## config.mk

```make
export PLATFORM = sky130hd
export DESIGN_NAME = cfc_parser
export DESIGN_NICKNAME = d
export VERILOG_FILES = /design/src/rtl/cfc_pkg.sv /design/src/rtl/cfc_parser.sv
export SDC_FILE = /design/constraint.sdc
export NUM_CORES = 1
export LEC_CHECK = 0
export BUFFER_PORTS_ARGS = -buffer_cell sky130_fd_sc_hd__buf_4
export CELL_PAD_IN_SITES_DETAIL_PLACEMENT = 0
export CELL_PAD_IN_SITES_GLOBAL_PLACEMENT = 1
export CORE_UTILIZATION = 39
export CTS_CLUSTER_SIZE = 20
export DETAILED_ROUTE_END_ITERATION = 8
export PLACE_DENSITY_LB_ADDON = 0.15
export SLEW_MARGIN = 30
export SYNTH_ARGS = -nofsm -noshare
export SYNTH_HDL_FRONTEND = slang
export SYNTH_SLANG_ARGS = --single-unit
```

## constraint.sdc

```tcl
create_clock -name clk -period 2.65 [get_ports clk]
set_input_delay 0.1325 -clock clk [delete_from_list [all_inputs] [get_ports clk]]
set_output_delay 0.1325 -clock clk [all_outputs]
set_load 0.005 [all_outputs]
```

## src/rtl/cfc_pkg.sv

```systemverilog
// shared types, codes and the crc-16/ccitt byte update for the frame checker
// no dependencies
package cfc_pkg;

    localparam int unsigned MAX_PAYLOAD_DEF = 256;
    localparam int unsigned CFG_IDX_W       = 2;
    localparam int unsigned CFG_DATA_W      = 16;
    localparam logic [15:0] CRC_POLY        = 16'h1021;

    typedef enum logic [1:0] {
        REG_MAGIC   = 2'd0,
        REG_VERSION = 2'd1,
        REG_SEED    = 2'd2
    } cfg_reg_t;

    typedef enum logic [2:0] {
        ST_OK        = 3'd0,
        ST_SHORT     = 3'd1,
        ST_BAD_MAGIC = 3'd2,
        ST_BAD_VER   = 3'd3,
        ST_BAD_LEN   = 3'd4,
        ST_BAD_CRC   = 3'd5
    } status_t;

    typedef enum logic {
        KIND_PAYLOAD = 1'b0,
        KIND_STATUS  = 1'b1
    } kind_t;

    typedef enum logic [3:0] {
        PH_HEADER  = 4'b0001,
        PH_PAYLOAD = 4'b0010,
        PH_CRC     = 4'b0100,
        PH_DRAIN   = 4'b1000
    } phase_t;

    typedef struct packed {
        kind_t       kind;
        logic [7:0]  payload_byte;
        status_t     status;
        logic [7:0]  frame_type;
        logic [15:0] sequence_number;
        logic [8:0]  payload_length;
        logic [8:0]  bytes_consumed;
    } result_t;

    function automatic logic [15:0] crc16_byte(input logic [15:0] crc, input logic [7:0] b);
        logic [15:0] c;
        c = crc ^ {b, 8'h00};
        for (int i = 0; i < 8; i++) begin
            if (c[15])
            begin
                c = {c[14:0], 1'b0} ^ CRC_POLY;
            end
            else
            begin
                c = {c[14:0], 1'b0};
            end
        end
        return c;
    endfunction

endpackage

```

## src/rtl/cfc_parser.sv

```systemverilog
// frame parse state machine: header checks, running crc, payload count
// depends on cfc_pkg
module cfc_parser #(
    parameter int unsigned MAX_PAYLOAD = cfc_pkg::MAX_PAYLOAD_DEF
) (
    input  logic             clk,
    input  logic             rst_n,
    input  logic             accept,
    input  logic [7:0]       data_byte,
    input  logic             buffer_end,
    input  logic [15:0]      frame_magic,
    input  logic [7:0]       frame_version,
    input  logic [15:0]      crc_seed,
    output logic             res_valid,
    output cfc_pkg::result_t res
);

    localparam int unsigned LEN_W = $clog2(MAX_PAYLOAD + 1);
    localparam logic [16:0] MAX_LEN = 17'(MAX_PAYLOAD);

    cfc_pkg::phase_t  phase_reg, phase_next;
    logic [2:0]       hpos_reg, hpos_next;
    logic [15:0]      crc_reg, crc_next;
    cfc_pkg::status_t herr_reg, herr_next;
    logic [7:0]       type_reg, type_next;
    logic [15:0]      seq_reg, seq_next;
    logic [15:0]      len_reg, len_next;
    logic [LEN_W-1:0] remain_reg, remain_next;
    logic [7:0]       crc_hi_reg, crc_hi_next;
    logic             crc_lo_reg, crc_lo_next;

    logic [15:0]      crc_in;
    logic [15:0]      crc_upd;
    logic [15:0]      full_len;

    assign crc_in   = (hpos_reg == 3'd0 && phase_reg == cfc_pkg::PH_HEADER) ? crc_seed : crc_reg;
    assign crc_upd  = cfc_pkg::crc16_byte(crc_in, data_byte);
    assign full_len = {len_reg[15:8], data_byte};

    always_comb
    begin
        phase_next  = phase_reg;
        hpos_next   = hpos_reg;
        crc_next    = crc_reg;
        herr_next   = herr_reg;
        type_next   = type_reg;
        seq_next    = seq_reg;
        len_next    = len_reg;
        remain_next = remain_reg;
        crc_hi_next = crc_hi_reg;
        crc_lo_next = crc_lo_reg;
        res_valid   = 1'b0;
        res         = '0;
        res.kind    = cfc_pkg::KIND_STATUS;

        case (phase_reg)
            cfc_pkg::PH_HEADER:
            begin
                crc_next = crc_upd;
                case (hpos_reg)
                    3'd0: herr_next = (data_byte != frame_magic[15:8]) ?
                                      cfc_pkg::ST_BAD_MAGIC : cfc_pkg::ST_OK;
                    3'd1:
                    begin
                        if (data_byte != frame_magic[7:0])
                        begin
                            herr_next = cfc_pkg::ST_BAD_MAGIC;
                        end
                    end
                    3'd2:
                    begin
                        if (herr_reg == cfc_pkg::ST_OK && data_byte != frame_version)
                        begin
                            herr_next = cfc_pkg::ST_BAD_VER;
                        end
                    end
                    3'd3: type_next = data_byte;
                    3'd4: seq_next = {data_byte, seq_reg[7:0]};
                    3'd5: seq_next = {seq_reg[15:8], data_byte};
                    3'd6: len_next = {data_byte, len_reg[7:0]};
                    default:
                    begin
                        len_next = full_len;
                        if (herr_reg == cfc_pkg::ST_OK && {1'b0, full_len} > MAX_LEN)
                        begin
                            herr_next = cfc_pkg::ST_BAD_LEN;
                        end
                    end
                endcase

                if (hpos_reg != 3'd7)
                begin
                    hpos_next = hpos_reg + 3'd1;
                    if (buffer_end)
                    begin
                        res_valid  = 1'b1;
                        res.status = cfc_pkg::ST_SHORT;
                        hpos_next  = 3'd0;
                    end
                end
                else if (herr_next != cfc_pkg::ST_OK)
                begin
                    res_valid  = 1'b1;
                    res.status = herr_next;
                    hpos_next  = 3'd0;
                    phase_next = buffer_end ? cfc_pkg::PH_HEADER : cfc_pkg::PH_DRAIN;
                end
                else if (buffer_end)
                begin
                    res_valid  = 1'b1;
                    res.status = cfc_pkg::ST_SHORT;
                    hpos_next  = 3'd0;
                end
                else
                begin
                    hpos_next   = 3'd0;
                    remain_next = full_len[LEN_W-1:0];
                    crc_lo_next = 1'b0;
                    phase_next  = (full_len == 16'd0) ? cfc_pkg::PH_CRC : cfc_pkg::PH_PAYLOAD;
                end
            end

            cfc_pkg::PH_PAYLOAD:
            begin
                crc_next  = crc_upd;
                res_valid = 1'b1;
                if (buffer_end)
                begin
                    res.status = cfc_pkg::ST_SHORT;
                    phase_next = cfc_pkg::PH_HEADER;
                end
                else
                begin
                    res.kind         = cfc_pkg::KIND_PAYLOAD;
                    res.payload_byte = data_byte;
                    remain_next      = remain_reg - LEN_W'(1);
                    if (remain_reg == LEN_W'(1))
                    begin
                        crc_lo_next = 1'b0;
                        phase_next  = cfc_pkg::PH_CRC;
                    end
                end
            end

            cfc_pkg::PH_CRC:
            begin
                if (!crc_lo_reg)
                begin
                    crc_hi_next = data_byte;
                    crc_lo_next = 1'b1;
                    if (buffer_end)
                    begin
                        res_valid  = 1'b1;
                        res.status = cfc_pkg::ST_SHORT;
                        phase_next = cfc_pkg::PH_HEADER;
                    end
                end
                else
                begin
                    res_valid  = 1'b1;
                    phase_next = buffer_end ? cfc_pkg::PH_HEADER : cfc_pkg::PH_DRAIN;
                    if ({crc_hi_reg, data_byte} == crc_reg)
                    begin
                        res.status          = cfc_pkg::ST_OK;
                        res.frame_type      = type_reg;
                        res.sequence_number = seq_reg;
                        res.payload_length  = len_reg[8:0];
                        res.bytes_consumed  = len_reg[8:0] + 9'd10;
                    end
                    else
                    begin
                        res.status = cfc_pkg::ST_BAD_CRC;
                    end
                end
            end

            cfc_pkg::PH_DRAIN:
            begin
                if (buffer_end)
                begin
                    phase_next = cfc_pkg::PH_HEADER;
                    hpos_next  = 3'd0;
                end
            end

            default:
            begin
                phase_next = cfc_pkg::PH_HEADER;
                hpos_next  = 3'd0;
            end
        endcase

        if (!accept)
        begin
            res_valid = 1'b0;
        end
    end

    always_ff @(posedge clk or negedge rst_n)
    begin
        if (!rst_n)
        begin
            phase_reg  <= cfc_pkg::PH_HEADER;
            hpos_reg   <= 3'd0;
            herr_reg   <= cfc_pkg::ST_OK;
            crc_lo_reg <= 1'b0;
        end
        else if (accept)
        begin
            phase_reg  <= phase_next;
            hpos_reg   <= hpos_next;
            herr_reg   <= herr_next;
            crc_lo_reg <= crc_lo_next;
        end
    end

    always_ff @(posedge clk)
    begin
        if (accept)
        begin
            crc_reg    <= crc_next;
            type_reg   <= type_next;
            seq_reg    <= seq_next;
            len_reg    <= len_next;
            remain_reg <= remain_next;
            crc_hi_reg <= crc_hi_next;
        end
    end

endmodule

```

==> results of run 1 <==
critical path, delay by kind of cell, from the launching register on:
kind	cells	cell delay (ps)
DFF	1	400
AOI/OAI and AO/OA	3	440
buffers and inverters	1	140
and+or+nand+nor	3	720
adders and majority gates	2	410
metrics by stage:
stage          setup TNS, ps  worst slack [ps]  hold slack, ps  instances
6_report                   0             57.52           99.15        782
5_1_grt               -52.69            -34.13           108.6        782
4_1_cts                    0             3.799           94.92        779
3_5_place_dp               0             102.1          -15.79        760
3_3_place_gp               0             129.4          -16.22        760
2_1_floorplan              0             119.6          -163.1        472
cell usage in the layout, fill, tap and decap left out, drive strengths merged, types with 3 or more instances in the layout:
master	Yosys	final
and2	51	51
and3	26	26
dfrtp	10	10
nand2b	5	5
a21boi	3	3
nor3	16	16
nor2	22	22
buf	12	150
a31oi	3	3
xnor2	23	23
ha	9	9
edfxtp	73	73
o21ai	18	18
mux2i	15	15
mux2	3	3
a21oi	8	8
inv	10	12
a21o	3	3
nand2	24	24
nand3	11	11
nor4	17	17
clkbuf	17	9
xor2	57	57
a211oi	3	3
layer usage:
layer  share of wire  wire length (µm)
met3           0.045               616
met1            0.43              5782
met4           0.020               276
met2            0.51              6887
met5               0                 0
repair_timing:
| action | in CTS | in global routing |
|---|---|---|
| hold endpoints to repair | 11 | 0 |
| gates resized for setup | 13 | 17 |
| hold buffers | 1 | 0 |
| endpoints found under the setup margin | 2 | 37 |
| buffers inserted | 2 | 3 |
| pin swaps | 6 | 9 |
power by group through the flow:
stage | Sequential (W) | Clock, W | Combinational (W)
floorplan | 0.00193 | 0 | 0.00159
global placement | 0.00199 | 0 | 0.00210
detailed placement | 0.00200 | 0 | 0.00213
CTS | 0.00197 | 0.00134 | 0.00221
global route | 0.00200 | 0.00137 | 0.00252
finish | 0.00198 | 0.00132 | 0.00229
final timing paths:
path                                           from                       end  slack, ps  depth (start not counted)
max reg2reg                phase_reg[1]$_DFFE_PN0P_      crc_reg[8]$_DFFE_PP_        170                          7
max in group asynchronous                     rst_n  phase_reg[0]$_DFFE_PN1P_       2260                          2
max                         hpos_reg[1]$_DFFE_PN0P_                   res[42]         60                          9
min reg2reg                 herr_reg[0]$_DFFE_PN0P_   herr_reg[0]$_DFFE_PN0P_        570                          1
min                                    data_byte[5]     type_reg[5]$_DFFE_PP_        100                          1
min in group asynchronous                     rst_n  phase_reg[1]$_DFFE_PN0P_        160                          2
kinds of logic (layout without fill, tap and decap cells):
family                   after synthesis  in the layout  synth area share
multiplexers                          18             18           0.03609
AO/OA/AOI/OAI                         59             59           0.08029
buffers and inverters                 39            177           0.03143
AND/OR/NAND/NOR                      183            183            0.2053
flip-flops                            84             84            0.4844
XOR/XNOR                              80             80            0.1404
adder cells (fa/ha/maj)                9              9           0.02210
cell type report:
cell class | count | share of cell area
clock buffers | 9 | 0.03313
inverters | 10 | 0.006074
flip-flops and latches | 84 | 0.3632
well taps | 172 | 0.03166
repair buffers | 151 | 0.1695
multi-input cells | 349 | 0.3843
clock inverters | 7 | 0.01215
==> run metrics, run 1 <==
crit path kind flip-flop to output port; min-delay worst type input port to flip-flop; fin crit period 2592 ps; CP arrival 2460 ps; Sw Share 0.3496; yosys warns 0; CTS sink count 84; largest net degree at the start of global routing 35; cells along the critical path ha_2 > ha_4 > nor2_4 > nand3_2 > o21a_1 > or4_4 > o21ai_2 > a211oi_2 > buf_4; Pwr Total 0.005596 W; EDFF count, synth 73; Syn Nets 533; pwr dens 823.2 nW/µm²; diode count 0; clock buffer depth 2; CTS Buf Count 9; switching power 0.001956 W; max incr delay on CP 550 ps; first-pass GRT wire length 20.82 mm; Reg area 2469 µm²; area fraction of the dominant cell type after synthesis 0.4301; routed wire length 13.56 mm; GRT overflow 0; CTS clk-pin slew, worst paths 70 ps; LEAKAGE 2.887 nW; final setup violating endpoints 0; starting density of the core 0.4022; Slew Limit Fails 0; Die Wd 116.3 µm; WL per Instance 17.34 µm; Post-synth top cells edfxtp_1, xor2_1, and2_1; Vias 4010; maximum vdd drop 660.1 µV; synth top area cells edfxtp_1, xor2_1, and2_1, dfrtp_1, xnor2_1; Critical Path RT 2520 ps; slowest cell on the critical path or4_4; share of flip-flops with an asynchronous set or reset 0.1310; met1 Usage GRT 0.2608; final-layout fill cell count 1164; worst-skew pair later-pin latency 350 ps; Seq cells post-synth 84; share of total power in combinational logic 0.410; GRT Util Overall 0.2072; P_int 0.003640 W; antenna violations before repair 0; multi-input logic area 2613 µm²; GP Congestion 0.8479; met2 usage 0.3550; antenna violation net count after detailed routing 0; Reg power frac 0.354; core area 12670 µm²; ys flop type edfxtp_1; PortBufs 106; measured slew at the worst slew-check pin 665.0 ps; outcome finished clean; vias in the first global route 3949; Rows 41; CTS root buf clkbuf_16; Max Clock Freq 0.3857 GHz; drt first pass iters 4; final core occ 0.5365; synthesized area per cell 10.80 µm²; Rel. slew slack 0.5550; cell area after placement 6296 µm²; critical path launch point type flip-flop; GR peak layer met2; Worst Skew 8.055 ps; CTS tree yes; Worst setup EP type output port; Syn Inst Count 472; layout cells sized above 1 0.3328; cell taking the most area after synthesis edfxtp_1; Initial DRC Count 193; Die Area 13530 µm²; H-tree Lvls 3; Max Fanout on Critical Path 4; Synth-to-Final Area Change 33.39%; Max Cap Violations 0; period utilisation layout 0.9783; fin area 6798 µm²; die height 116.3 µm; clock network power share 0.236; DR vias/cell 5.128; Post-route DRC 0; I/O pin count 107; post-synthesis sequential area ratio 0.4844; Nets 666; post-synthesis cell type count 57; count of final hold-check violations 0; most common cell in the synthesized netlist edfxtp_1; met3 Track Usage GR 0.03736; HPWL after DPL 10.03 mm; synthesized area 5096 µm²
Power figures use the tool's default switching activity.
==> run 2: changes to the inputs <==
--- a/config.mk
+++ b/config.mk
@@ -8,7 +8,7 @@
 export BUFFER_PORTS_ARGS = -buffer_cell sky130_fd_sc_hd__buf_4
 export CELL_PAD_IN_SITES_DETAIL_PLACEMENT = 0
 export CELL_PAD_IN_SITES_GLOBAL_PLACEMENT = 1
-export CORE_UTILIZATION = 39
+export CORE_UTILIZATION = 30
 export CTS_CLUSTER_SIZE = 20
 export DETAILED_ROUTE_END_ITERATION = 8
 export PLACE_DENSITY_LB_ADDON = 0.15
==> run metrics, run 2 (synthesis gave the netlist of run 1 again) <==
Worst R2R Start hpos_reg[1]$_DFFE_PN0P_; maximum vdd drop 453.9 µV (-31%); Die Wd 132.3 µm (+14%); Worst Setup SP hpos_reg[1]$_DFFE_PN0P_; vias in the first global route 4057 (+2.7%); H-tree Lvls 3 (unchanged); diode count 0 (unchanged); Vias 4054 (+1.1%); outcome finished clean; critical path launch point type flip-flop; Reg power frac 0.347 (-0.007); switching power 0.001921 W (-1.8%); CTS clk-pin slew, worst paths 60 ps (about the same); most frequent cells in the layout buf_4, edfxtp_1, xor2_1; Sw Share 0.3424 (-0.007226); GRT overflow 0 (unchanged); CTS tree yes; fin crit period 2614 ps (+21.39 ps); CTS root buf clkbuf_16; antenna violations before repair 0 (unchanged); # placed instances 813 (+7.0%); commonest non-fill, non-tap cell in the layout buf_4; Synth-to-Final Area Change 35.70%; CP arrival 2480 ps (+20 ps); Reg area 2469 µm² (unchanged); routed wire length 14.51 mm (+7.0%); CTS sink count 84 (unchanged); WL per Instance 17.35 µm (about the same); drt first pass iters 4 (unchanged); multi-input logic area 2631 µm² (+0.72%); final setup violating endpoints 0 (unchanged); Max Clock Freq 0.3826 GHz (-0.82%); clock buffer depth 2 (unchanged); Max Fanout on Critical Path 4 (unchanged); RSZ-0062 raised after global routing true; Hold Crit Start accept; Nets 673 (+1.1%); core area 16580 µm² (+31%); worst-skew pair later-pin latency 350 ps (about the same); GP Congestion 0.8751 (+3.2%); Post-route DRC 0 (unchanged); final-layout fill cell count 1628 (+40%); DR vias/cell 4.849 (-5.4%); crit path kind flip-flop to output port; period utilisation layout 0.9864 (+0.008071); Rel. slew slack 0.5316 (-0.02342); LEAKAGE 2.922 nW (+1.2%); starting density of the core 0.3073 (-0.09489); measured slew at the worst slew-check pin 695.3 ps (+30.23 ps); largest net degree at the start of global routing 35 (unchanged); PortBufs 106 (unchanged); Max Cap Violations 0 (unchanged); HPWL after DPL 10.75 mm (+7.2%); Initial DRC Count 206 (+6.7%); min-delay worst type input port to flip-flop; CTS Buf Count 9 (unchanged); I/O pin count 107 (unchanged); Worst setup EP type output port; Die Area 17510 µm² (+29%); share of total power in combinational logic 0.433 (+0.023); pwr dens 811.3 nW/µm² (-1.5%); first-pass GRT wire length 22.38 mm (+7.5%); Finished Layout Cells 836 (+6.9%); Critical Path RT 2520 ps (about the same); Pwr Total 0.005610 W (+0.25%); layout cells sized above 1 0.3312 (-0.001618); fin area 6915 µm² (+1.7%); GRT Util Overall 0.1683 (-0.03889); Slew Limit Fails 0 (unchanged); clock network power share 0.220 (-0.016); P_int 0.003689 W (+1.4%); antenna violation net count after detailed routing 0 (unchanged); count of final hold-check violations 0 (unchanged); Worst Skew 5.246 ps (-2.809 ps); die height 132.3 µm (+14%); Rows 47 (+15%); cell area after placement 6406 µm² (+1.7%)
==> run 2: cell count changes in the layout (fill, tap and decap cells not counted), sizes merged <==
cell,before,now
buf,150,157
clkinvlp,2,0
clkbuf,9,10
clkinv,2,3
inv,12,11
==> run 2: power groups by stage <==
stage,logic (W),registers [W],clock network (W)
floorplan,0.00159,0.00193,0
global placement,0.00222,0.00197,0
detailed placement,0.00222,0.00197,0
CTS,0.00232,0.00194,0.00127
global route,0.00263,0.00197,0.00131
finish,0.00243,0.00195,0.00123
==> run 2: cell type report <==
| cell class | instances | share of cell area |
|---|---|---|
| Inverter | 10 | 0.005428 |
| Sequential cell | 84 | 0.3570 |
| Timing Repair Buffer | 158 | 0.1766 |
| Tap cell | 220 | 0.03980 |
| Clock buffer | 10 | 0.03311 |
| Multi-Input combinational cell | 349 | 0.3805 |
| Clock inverter | 5 | 0.007599 |
==> run 2: final timing paths <==
check / to / slack, ps / cells after the start
max in group asynchronous: phase_reg[0]$_DFFE_PN1P_ / 2260 / 2
worst min register to register: herr_reg[0]$_DFFE_PN0P_ / 570 / 1
worst min-delay path: herr_reg[2]$_DFFE_PN0P_ / 100 / 3
worst max-delay path: res_valid / 40 / 10
worst max register to register: phase_reg[2]$_DFFE_PN0P_ / 90 / 9
min in group asynchronous: phase_reg[3]$_DFFE_PN0P_ / 160 / 2
==> run 2: routing by layer <==
| layer | wire (µm) | vias to the layer above | part of all wire | track usage |
|---|---|---|---|---|
| li1 | - | 1964 | - | - |
| met4 | 394 | 0 | 0.027 | 0.06641 |
| met1 | 6436 | 1947 | 0.44 | 0.2118 |
| met2 | 6937 | 112 | 0.48 | 0.2772 |
| met3 | 740 | 31 | 0.051 | 0.04114 |
| met5 | 0 | - | 0 | 0 |
==> run 2: through the flow <==
step	setup slack (ps)	setup TNS (ps)	utilization	hold slack [ps]
after floorplan	119.6	0	-	-163.1
after global placement	79.94	0	0.3863	-12.23
after detailed placement	51.87	0	0.3863	-11.51
after CTS	-2.237	-2.237	0.4092	90.28
after global routing	-77.51	-166.7	0.4170	110.1
final	36.13	0	0.4170	101.3
==> run 2: worst max-delay path, cell delays in order, from the launching register on <==
cell	delay [ps]
dfrtp_1	430
ha_4	190
ha_4	170
nor3_4	190
a211o_1	200
a21oi_4	60
nor4_4	340
buf_4	180
a21o_1	140
a31oi_4	110
buf_6	130
==> run 2: timing repair <==
action                                  in CTS  in global routing
endpoints found under the setup margin      37                 46
hold buffers                                 1                  0
gates resized for setup                     14                 17
pin swaps                                    6                  7
setup buffers                                3                  4
endpoints found under the hold margin       11                  0
